--- config.mk ---
export PLATFORM = sky130hd
export DESIGN_NAME = range_grid_projection_unit
export DESIGN_NICKNAME = d
export VERILOG_FILES = /design/src/rtl/core/rgp_pkg.sv /design/src/rtl/core/range_grid_projection_unit.sv /design/src/rtl/core/rgp_grid.sv /design/src/rtl/core/rgp_mac.sv /design/src/rtl/core/rgp_div.sv
export SDC_FILE = /design/constraint.sdc
export NUM_CORES = 2
export LEC_CHECK = 0
export BUFFER_PORTS_ARGS = -buffer_cell sky130_fd_sc_hd__buf_2
export CAP_MARGIN = 20
export CORE_MARGIN = 2
export CORE_UTILIZATION = 40
export DETAILED_ROUTE_END_ITERATION = 16
export PLACE_DENSITY_LB_ADDON = 0.12
export SETUP_SLACK_MARGIN = 0.3
export SYNTH_ARGS = -nofsm -noshare
export SYNTH_HDL_FRONTEND = slang
export SYNTH_SLANG_ARGS = --single-unit
--- constraint.sdc ---
create_clock -name clk -period 9 [get_ports clk]
set_clock_uncertainty 0.05 [all_clocks]
set_input_delay 1.8 -clock clk [delete_from_list [all_inputs] [get_ports clk]]
set_output_delay 1.8 -clock clk [all_outputs]
set_load 0.005 [all_outputs]
--- src/rtl/core/rgp_pkg.sv ---
// Shared types and constants of the range grid projection unit.
// Used by every module under rtl/core; depends on nothing.
`timescale 1ns / 1ps
package rgp_pkg;

  localparam int REG_W = 60;

  localparam logic [3:0] REG_COEFF_X   = 4'd0;
  localparam logic [3:0] REG_COEFF_Y   = 4'd1;
  localparam logic [3:0] REG_COEFF_W   = 4'd2;
  localparam logic [3:0] REG_OFFSETS   = 4'd3;
  localparam logic [3:0] REG_GRID_W    = 4'd4;
  localparam logic [3:0] REG_GRID_H    = 4'd5;
  localparam logic [3:0] REG_STEPS     = 4'd6;
  localparam logic [3:0] REG_MODE      = 4'd7;

  localparam int MODE_ORTHO_BIT = 0;
  localparam int MODE_INT_BIT   = 1;

  typedef enum logic [2:0] {
    ST_IDLE,
    ST_GRID,
    ST_MAC,
    ST_DIV,
    ST_HOLD
  } state_t;

  typedef struct packed {
    logic used;
    logic last;
  } grid_info_t;

endpackage

--- src/rtl/core/range_grid_projection_unit.sv ---
// Top level of the range grid projection unit: registers, sequencer, output beat.
// Depends on rgp_pkg, rgp_grid, rgp_mac and rgp_div.
`timescale 1ns / 1ps
// One depth sample is taken at a time. Every sample passes the bit-serial step
// test (CW = clog2(MAX_GRID_DIM), 12 by default); an unused sample, off the grid
// or off the step grid, ends there. A used sample then goes through the serial
// multiply-accumulate over M = max(CW + 1, 16) bits and, in perspective mode with
// a nonzero denominator, the shared two-lane divider on SW = M + COEFF_WIDTH + 6
// bit sums, and is loaded into the output register once that register is free
// (not holding a stalled beat). A finished result waits in the output register
// while the next sample is already being worked on.
module range_grid_projection_unit #(
  parameter int MAX_GRID_DIM = 4096,
  parameter int COEFF_WIDTH  = 20
) (
  input  logic                      clk,
  input  logic                      rst_n,
  input  logic                      in_valid,
  output logic                      in_stall,
  input  logic signed [15:0]        in_depth_sample,
  output logic                      out_valid,
  input  logic                      out_stall,
  output logic signed [31:0]        out_x_out,
  output logic signed [31:0]        out_y_out,
  output logic                      out_zero_denominator,
  output logic                      out_last_in_frame,
  input  logic                      cfg_we,
  input  logic [3:0]                cfg_index,
  input  logic [rgp_pkg::REG_W-1:0] cfg_data
);
  import rgp_pkg::*;

  localparam int CW = $clog2(MAX_GRID_DIM);
  localparam int M  = (CW + 1 > 16) ? CW + 1 : 16;
  localparam int SW = M + COEFF_WIDTH + 6;

  logic [REG_W-1:0] coeff_x_r, coeff_y_r, coeff_w_r, offsets_r;
  logic [12:0]      grid_w_r, grid_h_r;
  logic [15:0]      steps_r;
  logic [1:0]       mode_r;

  state_t state_r, state_nxt;
  logic   accept, mac_start, div_start, load_out;
  logic   grid_done, mac_done, div_done;
  grid_info_t info;
  logic [CW-1:0] g_col, g_row;
  logic signed [15:0] depth_r;
  logic   last_r;
  logic signed [SW-1:0] sum_x, sum_y, sum_w;
  logic [31:0] div_x, div_y, res_x, res_y, sx, sy;
  logic   w_zero, res_zden;

  logic        out_valid_r;
  logic [31:0] out_x_r, out_y_r;
  logic        out_zden_r, out_last_r;

  always_ff @(posedge clk) begin
    if (!rst_n) begin
      coeff_x_r <= REG_W'(4096);
      coeff_y_r <= REG_W'(64'h1_0000_0000);
      coeff_w_r <= '0;
      offsets_r <= REG_W'(64'h400_0000_0000);
      grid_w_r  <= 13'd256;
      grid_h_r  <= 13'd256;
      steps_r   <= 16'd257;
      mode_r    <= 2'd0;
    end else if (cfg_we) begin
      case (cfg_index)
        REG_COEFF_X: coeff_x_r <= cfg_data;
        REG_COEFF_Y: coeff_y_r <= cfg_data;
        REG_COEFF_W: coeff_w_r <= cfg_data;
        REG_OFFSETS: offsets_r <= cfg_data;
        REG_GRID_W:  grid_w_r  <= cfg_data[12:0];
        REG_GRID_H:  grid_h_r  <= cfg_data[12:0];
        REG_STEPS:   steps_r   <= cfg_data[15:0];
        REG_MODE:    mode_r    <= cfg_data[1:0];
        default: ;
      endcase
    end
  end

  assign in_stall = (state_r != ST_IDLE);
  assign accept   = in_valid && !in_stall;

  rgp_grid #(.MAX_GRID_DIM(MAX_GRID_DIM), .CW(CW)) u_grid (
    .clk(clk), .rst_n(rst_n), .start(accept),
    .grid_width(grid_w_r), .grid_height(grid_h_r), .step_sizes(steps_r),
    .done(grid_done), .info(info), .col(g_col), .row(g_row)
  );

  rgp_mac #(.CW(CW), .COEFF_WIDTH(COEFF_WIDTH), .SW(SW)) u_mac (
    .clk(clk), .rst_n(rst_n), .start(mac_start),
    .col(g_col), .row(g_row), .depth(depth_r),
    .coeff_x(coeff_x_r), .coeff_y(coeff_y_r), .coeff_w(coeff_w_r), .offsets(offsets_r),
    .done(mac_done), .sum_x(sum_x), .sum_y(sum_y), .sum_w(sum_w)
  );

  rgp_div #(.SW(SW)) u_div (
    .clk(clk), .rst_n(rst_n), .start(div_start), .frac(!mode_r[MODE_INT_BIT]),
    .num_x(sum_x), .num_y(sum_y), .den(sum_w),
    .done(div_done), .res_x(div_x), .res_y(div_y)
  );

  function automatic logic [31:0] sat32(input logic signed [SW-1:0] v);
    if (v[SW-1:31] == '0 || v[SW-1:31] == '1) return v[31:0];
    return v[SW-1] ? 32'h80000000 : 32'h7FFFFFFF;
  endfunction

  function automatic logic [31:0] trunc_int(input logic [31:0] v);
    if (v[31] && v[15:0] != 16'd0) return {v[31:16] + 16'd1, 16'd0};
    return {v[31:16], 16'd0};
  endfunction

  always_comb begin
    w_zero = (sum_w == '0);
    sx = sat32(sum_x);
    sy = sat32(sum_y);
    res_zden = 1'b0;
    if (mode_r[MODE_ORTHO_BIT]) begin
      res_x = mode_r[MODE_INT_BIT] ? trunc_int(sx) : sx;
      res_y = mode_r[MODE_INT_BIT] ? trunc_int(sy) : sy;
    end else if (w_zero) begin
      res_x    = '0;
      res_y    = '0;
      res_zden = 1'b1;
    end else begin
      res_x = div_x;
      res_y = div_y;
    end
  end

  always_comb begin
    state_nxt = state_r;
    mac_start = 1'b0;
    div_start = 1'b0;
    load_out  = 1'b0;
    case (state_r)
      ST_IDLE: begin
        if (accept) state_nxt = ST_GRID;
      end
      ST_GRID: begin
        if (grid_done) begin
          if (info.used) begin
            mac_start = 1'b1;
            state_nxt = ST_MAC;
          end else begin
            state_nxt = ST_IDLE;
          end
        end
      end
      ST_MAC: begin
        if (mac_done) begin
          if (!mode_r[MODE_ORTHO_BIT] && !w_zero) begin
            div_start = 1'b1;
            state_nxt = ST_DIV;
          end else begin
            state_nxt = ST_HOLD;
          end
        end
      end
      ST_DIV: begin
        if (div_done) state_nxt = ST_HOLD;
      end
      ST_HOLD: begin
        if (!out_valid_r || !out_stall) begin
          load_out  = 1'b1;
          state_nxt = ST_IDLE;
        end
      end
      default: state_nxt = ST_IDLE;
    endcase
  end

  always_ff @(posedge clk) begin
    if (!rst_n) begin
      state_r     <= ST_IDLE;
      out_valid_r <= 1'b0;
    end else begin
      state_r <= state_nxt;
      if (load_out) begin
        out_valid_r <= 1'b1;
      end else if (!out_stall) begin
        out_valid_r <= 1'b0;
      end
    end
  end

  always_ff @(posedge clk) begin
    if (accept) depth_r <= in_depth_sample;
    if (grid_done) last_r <= info.last;
    if (load_out) begin
      out_x_r    <= res_x;
      out_y_r    <= res_y;
      out_zden_r <= res_zden;
      out_last_r <= last_r;
    end
  end

  assign out_valid            = out_valid_r;
  assign out_x_out            = out_x_r;
  assign out_y_out            = out_y_r;
  assign out_zero_denominator = out_zden_r;
  assign out_last_in_frame    = out_last_r;

  // A new beat only appears when the sequencer finishes an item.
  a_beat_from_hold: assert property (@(posedge clk) disable iff (!rst_n)
    $rose(out_valid_r) |-> $past(state_r == ST_HOLD))
    else $error("output beat appeared without a finished item");

  // Orthographic items never occupy the divider.
  a_no_div_ortho: assert property (@(posedge clk) disable iff (!rst_n)
    (state_r == ST_DIV) |-> !mode_r[MODE_ORTHO_BIT])
    else $error("divider busy in orthographic mode");

  // A zero denominator beat carries zero coordinates.
  a_zden_zero: assert property (@(posedge clk) disable iff (!rst_n)
    (out_valid_r && out_zden_r) |-> (out_x_r == '0 && out_y_r == '0))
    else $error("zero denominator beat with nonzero coordinates");

  // A waiting result is not overwritten while the sink stalls.
  a_hold_waits: assert property (@(posedge clk) disable iff (!rst_n)
    (state_r == ST_HOLD && out_valid_r && out_stall) |=> (state_r == ST_HOLD))
    else $error("result left hold while the output beat was stalled");

endmodule

--- src/rtl/core/rgp_grid.sv ---
// Column and row counters with a bit-serial remainder unit for the step test.
// Depends on rgp_pkg.
`timescale 1ns / 1ps
module rgp_grid #(
  parameter int MAX_GRID_DIM = 4096,
  parameter int CW = 12
) (
  input  logic               clk,
  input  logic               rst_n,
  input  logic               start,
  input  logic [12:0]        grid_width,
  input  logic [12:0]        grid_height,
  input  logic [15:0]        step_sizes,
  output logic               done,
  output rgp_pkg::grid_info_t info,
  output logic [CW-1:0]      col,
  output logic [CW-1:0]      row
);
  import rgp_pkg::*;

  localparam int DW = CW + 1;
  localparam int BW = $clog2(CW + 1);

  logic [DW-1:0] weff, heff;
  logic [7:0]    xs, ys;
  logic [CW-1:0] cnt_col_r, cnt_row_r, col_r, row_r, sc_r, sr_r;
  logic [7:0]    remc_r, remr_r;
  logic [BW-1:0] bc_r;
  logic          busy_r, done_r;
  logic [DW-1:0] col_p1, row_p1;
  logic [8:0]    rc, rr;
  logic [DW+7:0] col_end, row_end;

  always_comb begin
    if (grid_width == 13'd0) begin
      weff = DW'(1);
    end else if ({19'd0, grid_width} > 32'(MAX_GRID_DIM)) begin
      weff = DW'(MAX_GRID_DIM);
    end else begin
      weff = DW'(grid_width);
    end
    if (grid_height == 13'd0) begin
      heff = DW'(1);
    end else if ({19'd0, grid_height} > 32'(MAX_GRID_DIM)) begin
      heff = DW'(MAX_GRID_DIM);
    end else begin
      heff = DW'(grid_height);
    end
    xs = (step_sizes[7:0] == 8'd0) ? 8'd1 : step_sizes[7:0];
    ys = (step_sizes[15:8] == 8'd0) ? 8'd1 : step_sizes[15:8];
    col_p1 = {1'b0, cnt_col_r} + DW'(1);
    row_p1 = {1'b0, cnt_row_r} + DW'(1);
    // One restoring remainder step per cycle, column and row side by side.
    rc = {remc_r, sc_r[CW-1]};
    if (rc >= {1'b0, xs}) begin
      rc = rc - {1'b0, xs};
    end
    rr = {remr_r, sr_r[CW-1]};
    if (rr >= {1'b0, ys}) begin
      rr = rr - {1'b0, ys};
    end
    col_end = (DW+8)'(col_r) + (DW+8)'(xs);
    row_end = (DW+8)'(row_r) + (DW+8)'(ys);
  end

  always_ff @(posedge clk) begin
    if (!rst_n) begin
      cnt_col_r <= '0;
      cnt_row_r <= '0;
      busy_r    <= 1'b0;
      done_r    <= 1'b0;
      bc_r      <= '0;
    end else begin
      done_r <= 1'b0;
      if (start) begin
        if (col_p1 >= weff) begin
          cnt_col_r <= '0;
          cnt_row_r <= (row_p1 >= heff) ? '0 : row_p1[CW-1:0];
        end else begin
          cnt_col_r <= col_p1[CW-1:0];
        end
        busy_r <= 1'b1;
        bc_r   <= '0;
      end else if (busy_r) begin
        bc_r <= bc_r + BW'(1);
        if (bc_r == BW'(CW - 1)) begin
          busy_r <= 1'b0;
          done_r <= 1'b1;
        end
      end
    end
  end

  always_ff @(posedge clk) begin
    if (start) begin
      col_r  <= cnt_col_r;
      row_r  <= cnt_row_r;
      sc_r   <= cnt_col_r;
      sr_r   <= cnt_row_r;
      remc_r <= '0;
      remr_r <= '0;
    end else if (busy_r) begin
      sc_r   <= sc_r << 1;
      sr_r   <= sr_r << 1;
      remc_r <= rc[7:0];
      remr_r <= rr[7:0];
    end
  end

  assign done = done_r;
  assign col  = col_r;
  assign row  = row_r;
  assign info.used = ({1'b0, col_r} < weff) && ({1'b0, row_r} < heff) &&
                     (remc_r == 8'd0) && (remr_r == 8'd0);
  // The last used point is the used one whose next multiple falls off the grid.
  assign info.last = (col_end >= (DW+8)'(weff)) && (row_end >= (DW+8)'(heff));

endmodule

--- src/rtl/core/rgp_mac.sv ---
// Bit-serial multiply-accumulate of the three matrix rows, MSB first.
// Depends on rgp_pkg.
`timescale 1ns / 1ps
module rgp_mac #(
  parameter int CW = 12,
  parameter int COEFF_WIDTH = 20,
  parameter int SW = 42
) (
  input  logic                        clk,
  input  logic                        rst_n,
  input  logic                        start,
  input  logic [CW-1:0]               col,
  input  logic [CW-1:0]               row,
  input  logic signed [15:0]          depth,
  input  logic [rgp_pkg::REG_W-1:0]   coeff_x,
  input  logic [rgp_pkg::REG_W-1:0]   coeff_y,
  input  logic [rgp_pkg::REG_W-1:0]   coeff_w,
  input  logic [rgp_pkg::REG_W-1:0]   offsets,
  output logic                        done,
  output logic signed [SW-1:0]        sum_x,
  output logic signed [SW-1:0]        sum_y,
  output logic signed [SW-1:0]        sum_w
);
  import rgp_pkg::*;

  localparam int M  = (CW + 1 > 16) ? CW + 1 : 16;
  localparam int CE = 3 * COEFF_WIDTH;
  localparam int NB = $clog2(M + 1);

  logic [M-1:0]  m0_r, m1_r, m2_r;
  logic [NB-1:0] cnt_r;
  logic          busy_r, off_r, done_r;
  logic signed [SW-1:0] acc_x_r, acc_y_r, acc_w_r;
  logic signed [SW-1:0] tx, ty, tw;
  logic [CE-1:0] ex_x, ex_y, ex_w, ex_o;

  function automatic logic signed [SW-1:0] fld(input logic [CE-1:0] ex, input int k);
    logic signed [COEFF_WIDTH-1:0] c;
    c = $signed(ex[k*COEFF_WIDTH +: COEFF_WIDTH]);
    return SW'(c);
  endfunction

  function automatic logic signed [SW-1:0] lane_term(input logic [CE-1:0] ex,
                                                     input logic b0, input logic b1,
                                                     input logic b2);
    logic signed [SW-1:0] t;
    t = '0;
    if (b0) t = t + (fld(ex, 0) <<< 4);
    if (b1) t = t + (fld(ex, 1) <<< 4);
    if (b2) t = t + fld(ex, 2);
    return t;
  endfunction

  always_comb begin
    ex_x = CE'(coeff_x);
    ex_y = CE'(coeff_y);
    ex_w = CE'(coeff_w);
    ex_o = CE'(offsets);
    tx = lane_term(ex_x, m0_r[M-1], m1_r[M-1], m2_r[M-1]);
    ty = lane_term(ex_y, m0_r[M-1], m1_r[M-1], m2_r[M-1]);
    tw = lane_term(ex_w, m0_r[M-1], m1_r[M-1], m2_r[M-1]);
  end

  always_ff @(posedge clk) begin
    if (!rst_n) begin
      busy_r <= 1'b0;
      off_r  <= 1'b0;
      done_r <= 1'b0;
      cnt_r  <= '0;
    end else begin
      done_r <= 1'b0;
      if (start) begin
        busy_r <= 1'b1;
        cnt_r  <= '0;
      end else if (busy_r) begin
        cnt_r <= cnt_r + NB'(1);
        if (cnt_r == NB'(M - 1)) begin
          busy_r <= 1'b0;
          off_r  <= 1'b1;
        end
      end else if (off_r) begin
        off_r  <= 1'b0;
        done_r <= 1'b1;
      end
    end
  end

  always_ff @(posedge clk) begin
    if (start) begin
      m0_r <= M'(col);
      m1_r <= M'(row);
      m2_r <= M'(depth);
    end else if (busy_r) begin
      m0_r <= m0_r << 1;
      m1_r <= m1_r << 1;
      m2_r <= m2_r << 1;
      // The top bit carries negative weight for the signed depth.
      if (cnt_r == '0) begin
        acc_x_r <= -tx;
        acc_y_r <= -ty;
        acc_w_r <= -tw;
      end else begin
        acc_x_r <= (acc_x_r <<< 1) + tx;
        acc_y_r <= (acc_y_r <<< 1) + ty;
        acc_w_r <= (acc_w_r <<< 1) + tw;
      end
    end else if (off_r) begin
      acc_x_r <= acc_x_r + (fld(ex_o, 0) <<< 4);
      acc_y_r <= acc_y_r + (fld(ex_o, 1) <<< 4);
      acc_w_r <= acc_w_r + (fld(ex_o, 2) <<< 4);
    end
  end

  assign done  = done_r;
  assign sum_x = acc_x_r;
  assign sum_y = acc_y_r;
  assign sum_w = acc_w_r;

endmodule

--- src/rtl/core/rgp_div.sv ---
// Two-lane restoring divider sharing one denominator, with Q16.16 saturation.
// Depends on rgp_pkg.
`timescale 1ns / 1ps
module rgp_div #(
  parameter int SW = 42
) (
  input  logic                 clk,
  input  logic                 rst_n,
  input  logic                 start,
  input  logic                 frac,
  input  logic signed [SW-1:0] num_x,
  input  logic signed [SW-1:0] num_y,
  input  logic signed [SW-1:0] den,
  output logic                 done,
  output logic [31:0]          res_x,
  output logic [31:0]          res_y
);
  import rgp_pkg::*;

  localparam int NW = SW + 16;
  localparam int NB = $clog2(NW + 1);

  logic [NW-1:0] nx_r, ny_r;
  logic [SW-1:0] d_r, rx_r, ry_r, ax, ay, ad;
  logic [32:0]   qx_r, qy_r;
  logic          ovx_r, ovy_r, negx_r, negy_r, frac_r, busy_r, done_r;
  logic [NB-1:0] cnt_r;
  logic [SW:0]   sx, sy;
  logic          bx, by;

  function automatic logic [31:0] sat_out(input logic [32:0] m, input logic ov,
                                          input logic neg, input logic fr);
    logic [31:0] nm;
    nm = ~m[31:0] + 32'd1;
    if (fr) begin
      if (neg) return (ov || m > 33'h080000000) ? 32'h80000000 : nm;
      return (ov || m > 33'h07FFFFFFF) ? 32'h7FFFFFFF : m[31:0];
    end
    if (neg) return (ov || m > 33'd32768) ? 32'h80000000 : {nm[15:0], 16'd0};
    return (ov || m > 33'd32767) ? 32'h7FFF0000 : {m[15:0], 16'd0};
  endfunction

  always_comb begin
    ax = num_x[SW-1] ? (~num_x + SW'(1)) : num_x;
    ay = num_y[SW-1] ? (~num_y + SW'(1)) : num_y;
    ad = den[SW-1] ? (~den + SW'(1)) : den;
    sx = {rx_r, nx_r[NW-1]};
    bx = (sx >= {1'b0, d_r});
    if (bx) sx = sx - {1'b0, d_r};
    sy = {ry_r, ny_r[NW-1]};
    by = (sy >= {1'b0, d_r});
    if (by) sy = sy - {1'b0, d_r};
  end

  always_ff @(posedge clk) begin
    if (!rst_n) begin
      busy_r <= 1'b0;
      done_r <= 1'b0;
      cnt_r  <= '0;
    end else begin
      done_r <= 1'b0;
      if (start) begin
        busy_r <= 1'b1;
        cnt_r  <= '0;
      end else if (busy_r) begin
        cnt_r <= cnt_r + NB'(1);
        if (cnt_r == NB'(NW - 1)) begin
          busy_r <= 1'b0;
          done_r <= 1'b1;
        end
      end
    end
  end

  always_ff @(posedge clk) begin
    if (start) begin
      nx_r   <= frac ? {ax, 16'd0} : {16'd0, ax};
      ny_r   <= frac ? {ay, 16'd0} : {16'd0, ay};
      d_r    <= ad;
      rx_r   <= '0;
      ry_r   <= '0;
      qx_r   <= '0;
      qy_r   <= '0;
      ovx_r  <= 1'b0;
      ovy_r  <= 1'b0;
      negx_r <= num_x[SW-1] ^ den[SW-1];
      negy_r <= num_y[SW-1] ^ den[SW-1];
      frac_r <= frac;
    end else if (busy_r) begin
      nx_r  <= nx_r << 1;
      ny_r  <= ny_r << 1;
      rx_r  <= sx[SW-1:0];
      ry_r  <= sy[SW-1:0];
      // Quotient bits beyond 33 only matter as an overflow mark.
      qx_r  <= {qx_r[31:0], bx};
      qy_r  <= {qy_r[31:0], by};
      ovx_r <= ovx_r | qx_r[32];
      ovy_r <= ovy_r | qy_r[32];
    end
  end

  assign done  = done_r;
  assign res_x = sat_out(qx_r, ovx_r, negx_r, frac_r);
  assign res_y = sat_out(qy_r, ovy_r, negy_r, frac_r);

endmodule

---- Word-level counts from Yosys, hierarchy flattened ----
Cells that the tools add are included.
word-level totals
  word-level logic and storage cells ...... 337
  flip-flop bits (word level) ............. 968
  output and inout bits ................... 68
  bits of input ports ..................... 85
cells by class
  equality and inequality tests ........... 23
  reduce and logical (&&, ||, !) cells .... 62
  muxes and demuxes ....................... 131
  add/sub/neg operators ................... 33
  order comparisons ....................... 20
  bitwise operators ....................... 13
operator list
  operator                                              number
  two-way mux 32 bit                                    36
  two-way mux 42 bit                                    22
  two-way mux 58 bit                                    6
  adder 42 x 24 -> 42 bit                               6
  adder 42 x 2 -> 42 bit, second input constant         3
  adder 42 x 20 -> 42 bit                               3
  adder 42 bit                                          3
  negator 42 bit                                        3
  inverter 42 bit                                       3
  two-way mux 12 bit                                    10
  greater-or-equal comparator 43 x 42 -> 1 bit          2
  subtractor 42 bit                                     2
  > comparator 33 x 15 -> 1 bit, second input constant  2
  > comparator 33 x 16 -> 1 bit, second input constant  2
  > comparator 33 x 31 -> 1 bit, second input constant  2
  > comparator 33 x 32 -> 1 bit, second input constant  2
  adder 32 x 1 -> 32 bit, second input constant         2
  inverter 32 bit                                       2
  two-way mux 13 bit                                    4
  greater-or-equal comparator 21 x 13 -> 1 bit          2
  logical NOT 42 bit                                    1
  two-way mux 41 bit                                    1
  two-way mux 1 bit                                     38
  adder 16 x 1 -> 16 bit, second input constant         2
  46 further kinds                                      123

---- Depth between registers and ports, before layout ----
  depth in word-level cells ............... 12
  depth in mapped cells ................... 45
  gate-level depth less buffers ........... 37

---- Cells and area by module ----
Synthesis repeated with hierarchy kept, for this count alone.
second synthesis, totals
  cells, all modules ...................... 9993
  area total of the unflattened synthesis .. 80980.2 µm²
by module, submodules not included
  module                      area an instance (µm²)  sequential area each (µm²)  times used  cells an instance
  rgp_mac                     35774.3                 5305.1                      1           4748
  rgp_div                     23276.1                 8037.7                      1           2753
  range_grid_projection_unit  14665.3                 8257.9                      1           1725
  rgp_grid                    7264.5                  2362.3                      1           767

---- Least setup slack after synthesis ----
Ideal clock, no wire load.
  path type ............................... register to register
  start point ............................. reg u_mac.m0_r[15]
  end point ............................... reg u_mac.acc_y_r[39], in the netlist u_mac.sum_y[39], data pin
  path slack .............................. 0.145 ns
  cell stages (with the launch flop) ...... 42
  buffers on the path ..................... 12
  period minus slack after synthesis ...... 8.855 ns
  setup time .............................. 0.261 ns
  data arrival time ....................... 8.544 ns
  data required time ...................... 8.689 ns
  cells stage by stage .................... dfxtp_1 -> buf_6 -> buf_6 -> buf_6 -> buf_6 -> buf_6 -> buf_4 -> clkbuf_1 -> clkbuf_1 -> clkbuf_1 -> clkbuf_1 -> and2_1 -> ha_1 -> clkbuf_1 -> o311ai_0 -> a31oi_1 -> a221o_1 -> a41oi_1 -> [... 6 more ...] -> a211oi_1 -> nor3_1 -> xnor2_1 -> nand2_1 -> o211ai_1 -> ha_1 -> a21o_1 -> a21o_1 -> and3_1 -> or4_1 -> a31oi_1 -> o31ai_1 -> a21o_1 -> a21o_1 -> a21oi_1 -> o31ai_1 -> xor2_1 -> a221o_1
on the way
  word-level cells in the longest chain between the ends .. 8
  elaborated cells on any way between the ends .. 9
  classes of those cells .................. add/sub: 4; mux: 5
ends and longest elaborated chain
  element                                                line                            text
  start, declared                                        rgp_mac.sv:30                   logic [M-1:0] m0_r, m1_r, m2_r;
  start signal, assigned                                 rgp_mac.sv:90                   m0_r <= M'(col);
  start signal, assigned                                 rgp_mac.sv:94                   m0_r <= m0_r << 1;
  two-way mux 42 bit (*)                                 rgp_mac.sv:48                   if (b0) t = t + (fld(ex, 0) <<< 4);
  adder 42 x 24 -> 42 bit                                rgp_mac.sv:49                   if (b1) t = t + (fld(ex, 1) <<< 4);
  two-way mux 42 bit (*)                                 rgp_mac.sv:49
  adder 42 x 20 -> 42 bit                                rgp_mac.sv:50                   if (b2) t = t + fld(ex, 2);
  two-way mux 42 bit (*)                                 rgp_mac.sv:50
  adder 42 bit / negator 42 bit (equally long branches)  rgp_mac.sv:104, rgp_mac.sv:100
  two-way mux 42 bit (*)                                 rgp_mac.sv:98                   if (cnt_r == '0) begin
  two-way mux 42 bit (*)                                 rgp_mac.sv:93                   end else if (busy_r) begin
  end signal, assigned                                   rgp_mac.sv:100                  acc_y_r <= -ty;
  end signal, assigned                                   rgp_mac.sv:104                  acc_y_r <= (acc_y_r <<< 1) + ty;
  end signal, assigned                                   rgp_mac.sv:109                  acc_y_r <= acc_y_r + (fld(ex_o, 1) <<< 4);
  end, declared                                          rgp_mac.sv:33                   logic signed [SW-1:0] acc_x_r, acc_y_r, acc_w_r;
Every way passes the cells marked *; elsewhere a longest branch is shown, timed or not.
A chain may end at the register's enable or synchronous reset.

---- Worst setup path after layout ----
  start point ............................. reg u_mac.m0_r[15]
  end point ............................... reg u_mac.acc_w_r[41], in the netlist u_mac.sum_w[41], data pin
on the way
  word-level cells in the longest chain between the ends .. 8
  elaborated cells on any way between the ends .. 9
  classes of those cells .................. add/sub: 4; mux: 5
ends and longest elaborated chain
  element                                                line                            text
  two-way mux 42 bit (*)                                 rgp_mac.sv:48
  adder 42 x 24 -> 42 bit                                rgp_mac.sv:49
  two-way mux 42 bit (*)                                 rgp_mac.sv:49
  adder 42 x 20 -> 42 bit                                rgp_mac.sv:50
  two-way mux 42 bit (*)                                 rgp_mac.sv:50
  adder 42 bit / negator 42 bit (equally long branches)  rgp_mac.sv:105, rgp_mac.sv:101
  two-way mux 42 bit (*)                                 rgp_mac.sv:98
  two-way mux 42 bit (*)                                 rgp_mac.sv:93
  end signal, assigned                                   rgp_mac.sv:101                  acc_w_r <= -tw;
  end signal, assigned                                   rgp_mac.sv:105                  acc_w_r <= (acc_w_r <<< 1) + tw;
  end signal, assigned                                   rgp_mac.sv:110                  acc_w_r <= acc_w_r + (fld(ex_o, 2) <<< 4);
  end, declared                                          rgp_mac.sv:33
Marked as above.

==> run_results.csv <==
group,metric,value,unit
timing,slew_viol_final,0,
yosys,synth_cells,9986,
timing,slew-limit-headroom,17.05,%
clock_network,insertion_delay,0.81,ns
global_route,overflow,0,
timing,clock.fmax,119.6,MHz
global_route,grt_max_degree,175,
yosys,synthFlopType,"dfxtp_1",
critical_path,path_class,"register to register",
critical_path,path_common_cell,"a21o_1",
yosys,syn-num-nets,10686,
clock_network,ctsLongestPathBuffers,3,
worst_hold_path,holdCritStartpoint,"coeff_x_r[13]$_SDFFE_PN0P_",
yosys,ys_types,116,
global_route,grt_pass1_vias,70303,
worst_hold_path,hold_path_depth,2,
placement,gp_congestion,0.9231,
worst_hold_path,hold_end,"coeff_x_r[13]$_SDFFE_PN0P_",
critical_path,rrSetupSlack,0.64,ns
placement,dpl_cell_area,0.08387,mm²
global_route,antenna_found_initial,9,
cells_and_area,design_area,0.08815,mm²
critical_path,crit_required,9.47,ns
die,die_h,453.8,µm
clock_network,cts_hold_buf,0,
power,p_comb_share,12.8,%
power,power_leakage,35.60,nW
timing,worst_pin_slew,1.241,ns
yosys,synth_edf_count,458,
timing,hold_viol,0,
power,seqPwrFrac,43.0,%
clock_network,cts_root_buf,"clkbuf_16",
job,cap_violations,0,
drt,drt_iter0_drc,6355,
die,die_area,0.2059,mm²
power,vdd_drop_max,222.4,µV
worst_hold_path,hold_path_class,"register to register",
yosys,ys_seq_area_share,29.62,%
critical_path,crit_path_end_kind,"register",
drt,routed_wl,287200,µm
drt,postRouteAntennaNets,0,
timing,final.min_clock_period,8.359,ns
placement,place_hpwl,214400,µm
power,power_frac_clock,44.3,%
cells_and_area,areaGrowthSynthToFinish,8.947,%
critical_path,rr_startpoint,"u_mac.m0_r[15]$_SDFFE_PP0P_",
clock_network,cts_tree,"yes",
drt,wl_per_cell,22.80,µm
yosys,synth_seq_cells,968,
critical_path,r2r-end,"u_mac.sum_w[41]$_DFFE_PP_",
cells_and_area,fin_nets,10518,
timing,rsz0062_at_grt,"true",
global_route,grt_usage,27.04,%
clock_network,numCtsBuffers,118,
yosys,async_reset_ff_share,0,%
yosys,syn_area,0.08091,mm²
cells_and_area,post-route-util,43.71,%
placement,io_buffers,152,
timing,min_period_over_period,92.88,%
timing,timing.final.ws_setup,0.6405,ns
timing,whs,0.4099,ns
drt,drc,0,
yosys,avgSynthCellArea,8.103,µm²
power,fin_total_pwr,11.22,mW
die,rows,165,
status,status,"complete, no violations",
timing,setup_tns,0,ns
timing,setup_viol,0,
critical_path,cp_max_fo,32,
critical_path,arrival,8.83,ns
power,power_density,127.3,mW/mm²
die,die_x,453.8,µm
drt,dr.pass1.iters,7,
placement,dp.cells,12362,
cells_and_area,final_cells,12599,
drt,vias_per_cell,5.952,
critical_path,crit_slowest_cell,"nor4b_1",
die,ios,153,
yosys,ys_warn_count,0,
drt,via_count,74990,
power,p_sw_share,27.55,%
die,initial_utilization,40.12,%
placement,dpl_worst_slack,0.3701,ns
cells_and_area,nFillCells,20267,
critical_path,crit_path_start_kind,"register",
clock_network,clkSinkCount,968,
clock_network,htreeDepth,3,
critical_path,cp_slowest_stage_delay,0.61,ns
critical_path,ff2ff_path_depth,32,
power,internal_power,8.128,mW
cells_and_area,layout-drive-gt1-share,7.600,%
clock_network,clkSlewWorstSetupHoldPaths,0.06,ns
power,switchingPower,3.091,mW
global_route,grt_pass1_wl,435800,µm
die,core_area,0.2017,mm²
==> power groups by stage <==
stage / clock network (mW) / logic, mW / registers [mW]
after global routing: 5.24 / 1.59 / 4.83
final: 4.97 / 1.43 / 4.82
after detailed placement: 0 / 1.42 / 4.91
after CTS: 5.08 / 1.42 / 4.82
after floorplan: 0 / 1.06 / 4.87
after global placement: 0 / 1.40 / 4.91
==> critical path, delay by kind of cell (launching register included) <==
kind / cells / cell delay, ns
compound gates: 14 / 2.85
xor+xnor: 2 / 0.29
fa+ha+maj: 3 / 1.13
buf+inv: 3 / 0.55
flops: 1 / 0.37
mux: 1 / 0.26
simple gates: 9 / 2.55
==> kinds of logic (layout without fill, tap and decap cells) <==
kind of cell	after synthesis	after routing	share of synthesized area, %
fa+ha+maj	624	624	9.790
mux	235	235	3.012
other cells	0	6	0
buf+inv	882	817	4.245
simple gates	3441	3441	20.26
flops	968	968	29.62
xor+xnor	725	725	7.848
compound gates	3111	3111	25.23
==> sequential cells by signal, indices dropped and copies added, names as in the netlist, 58 cells and up <==
signal      count
coeff_y_r      60
u_div.ny_r     58
u_div.nx_r     58
offsets_r      60
coeff_x_r      60
coeff_w_r      60
==> cell usage after synthesis, drive strengths merged, types with 118 or more instances <==
library cell     n  area (µm²)
edfxtp         458       13750
ha             597        7470
clkbuf         482        1809
xor2           289        2531
o21ai          689        3460
nand2         1431        5374
nor3           220        1126
nand4          125       788.3
o31ai          126       965.9
xnor2          436        3819
nand3          222        1111
dfxtp          510       10210
nor2           621        2336
a21boi         318        2387
mux2i          176        1762
a21oi          715        3582
inv            298        1119
nor2b          118       738.2
a21o           291        2185
==> how the worst max path moves through the flow <==
stage                                            from                   endpoint
final                     u_mac.m0_r[15]$_SDFFE_PP0P_  u_mac.sum_w[41]$_DFFE_PP_
after global routing      u_mac.m0_r[15]$_SDFFE_PP0P_  u_mac.sum_x[37]$_DFFE_PP_
after CTS                 u_mac.m0_r[15]$_SDFFE_PP0P_  u_mac.sum_y[41]$_DFFE_PP_
after detailed placement  u_mac.m0_r[15]$_SDFFE_PP0P_  u_mac.sum_y[41]$_DFFE_PP_
after global placement    u_mac.m0_r[15]$_SDFFE_PP0P_  u_mac.sum_x[37]$_DFFE_PP_
after floorplan           u_mac.m0_r[15]$_SDFFE_PP0P_  u_mac.sum_w[41]$_DFFE_PP_
==> area by class of cell <==
type | count | area (µm²) | share of cell area (%)
inverters | 299 | 1127 | 1.279
clock buffers | 162 | 3321 | 3.767
clock inverters | 61 | 678.2 | 0.7693
flip-flops and latches | 968 | 23980 | 27.20
well taps | 2672 | 3343 | 3.792
diodes | 6 | 15.01 | 0.01703
multi-input cells | 8136 | 53800 | 61.03
repair buffers | 295 | 1889 | 2.143
==> routing by layer <==
layer | routed length [µm] | GRT usage (%) | part of all wire [%]
met5 | 12 | 0 | 0.0042
met4 | 7310 | 6.774 | 2.5
met3 | 18100 | 3.323 | 6.3
met2 | 123800 | 41.63 | 43
met1 | 138000 | 39.77 | 48
==> placed cells by master, fill, tap and decap left out, drive strengths merged, types with 90 or more instances in the layout <==
| cell type | count |
|---|---|
| nand2b | 102 |
| mux2i | 176 |
| a21o | 291 |
| edfxtp | 458 |
| xor2 | 289 |
| a21boi | 318 |
| a31oi | 104 |
| and3 | 90 |
| xnor2 | 436 |
| a211oi | 100 |
| dfxtp | 510 |
| clkbuf | 163 |
| inv | 300 |
| nand2 | 1431 |
| and2 | 104 |
| nand4 | 125 |
| nor2b | 118 |
| o21a | 99 |
| nor3 | 220 |
| o21ai | 689 |
| a21oi | 715 |
| nand3 | 222 |
| ha | 597 |
| o31ai | 126 |
| buf | 294 |
| nor2 | 621 |
==> repair_timing <==
item,4_1_cts,5_1_grt
resized for setup,0,50
endpoints found under the setup margin,0,26
setup buffers,0,6
(Power assumes the default switching activity.)
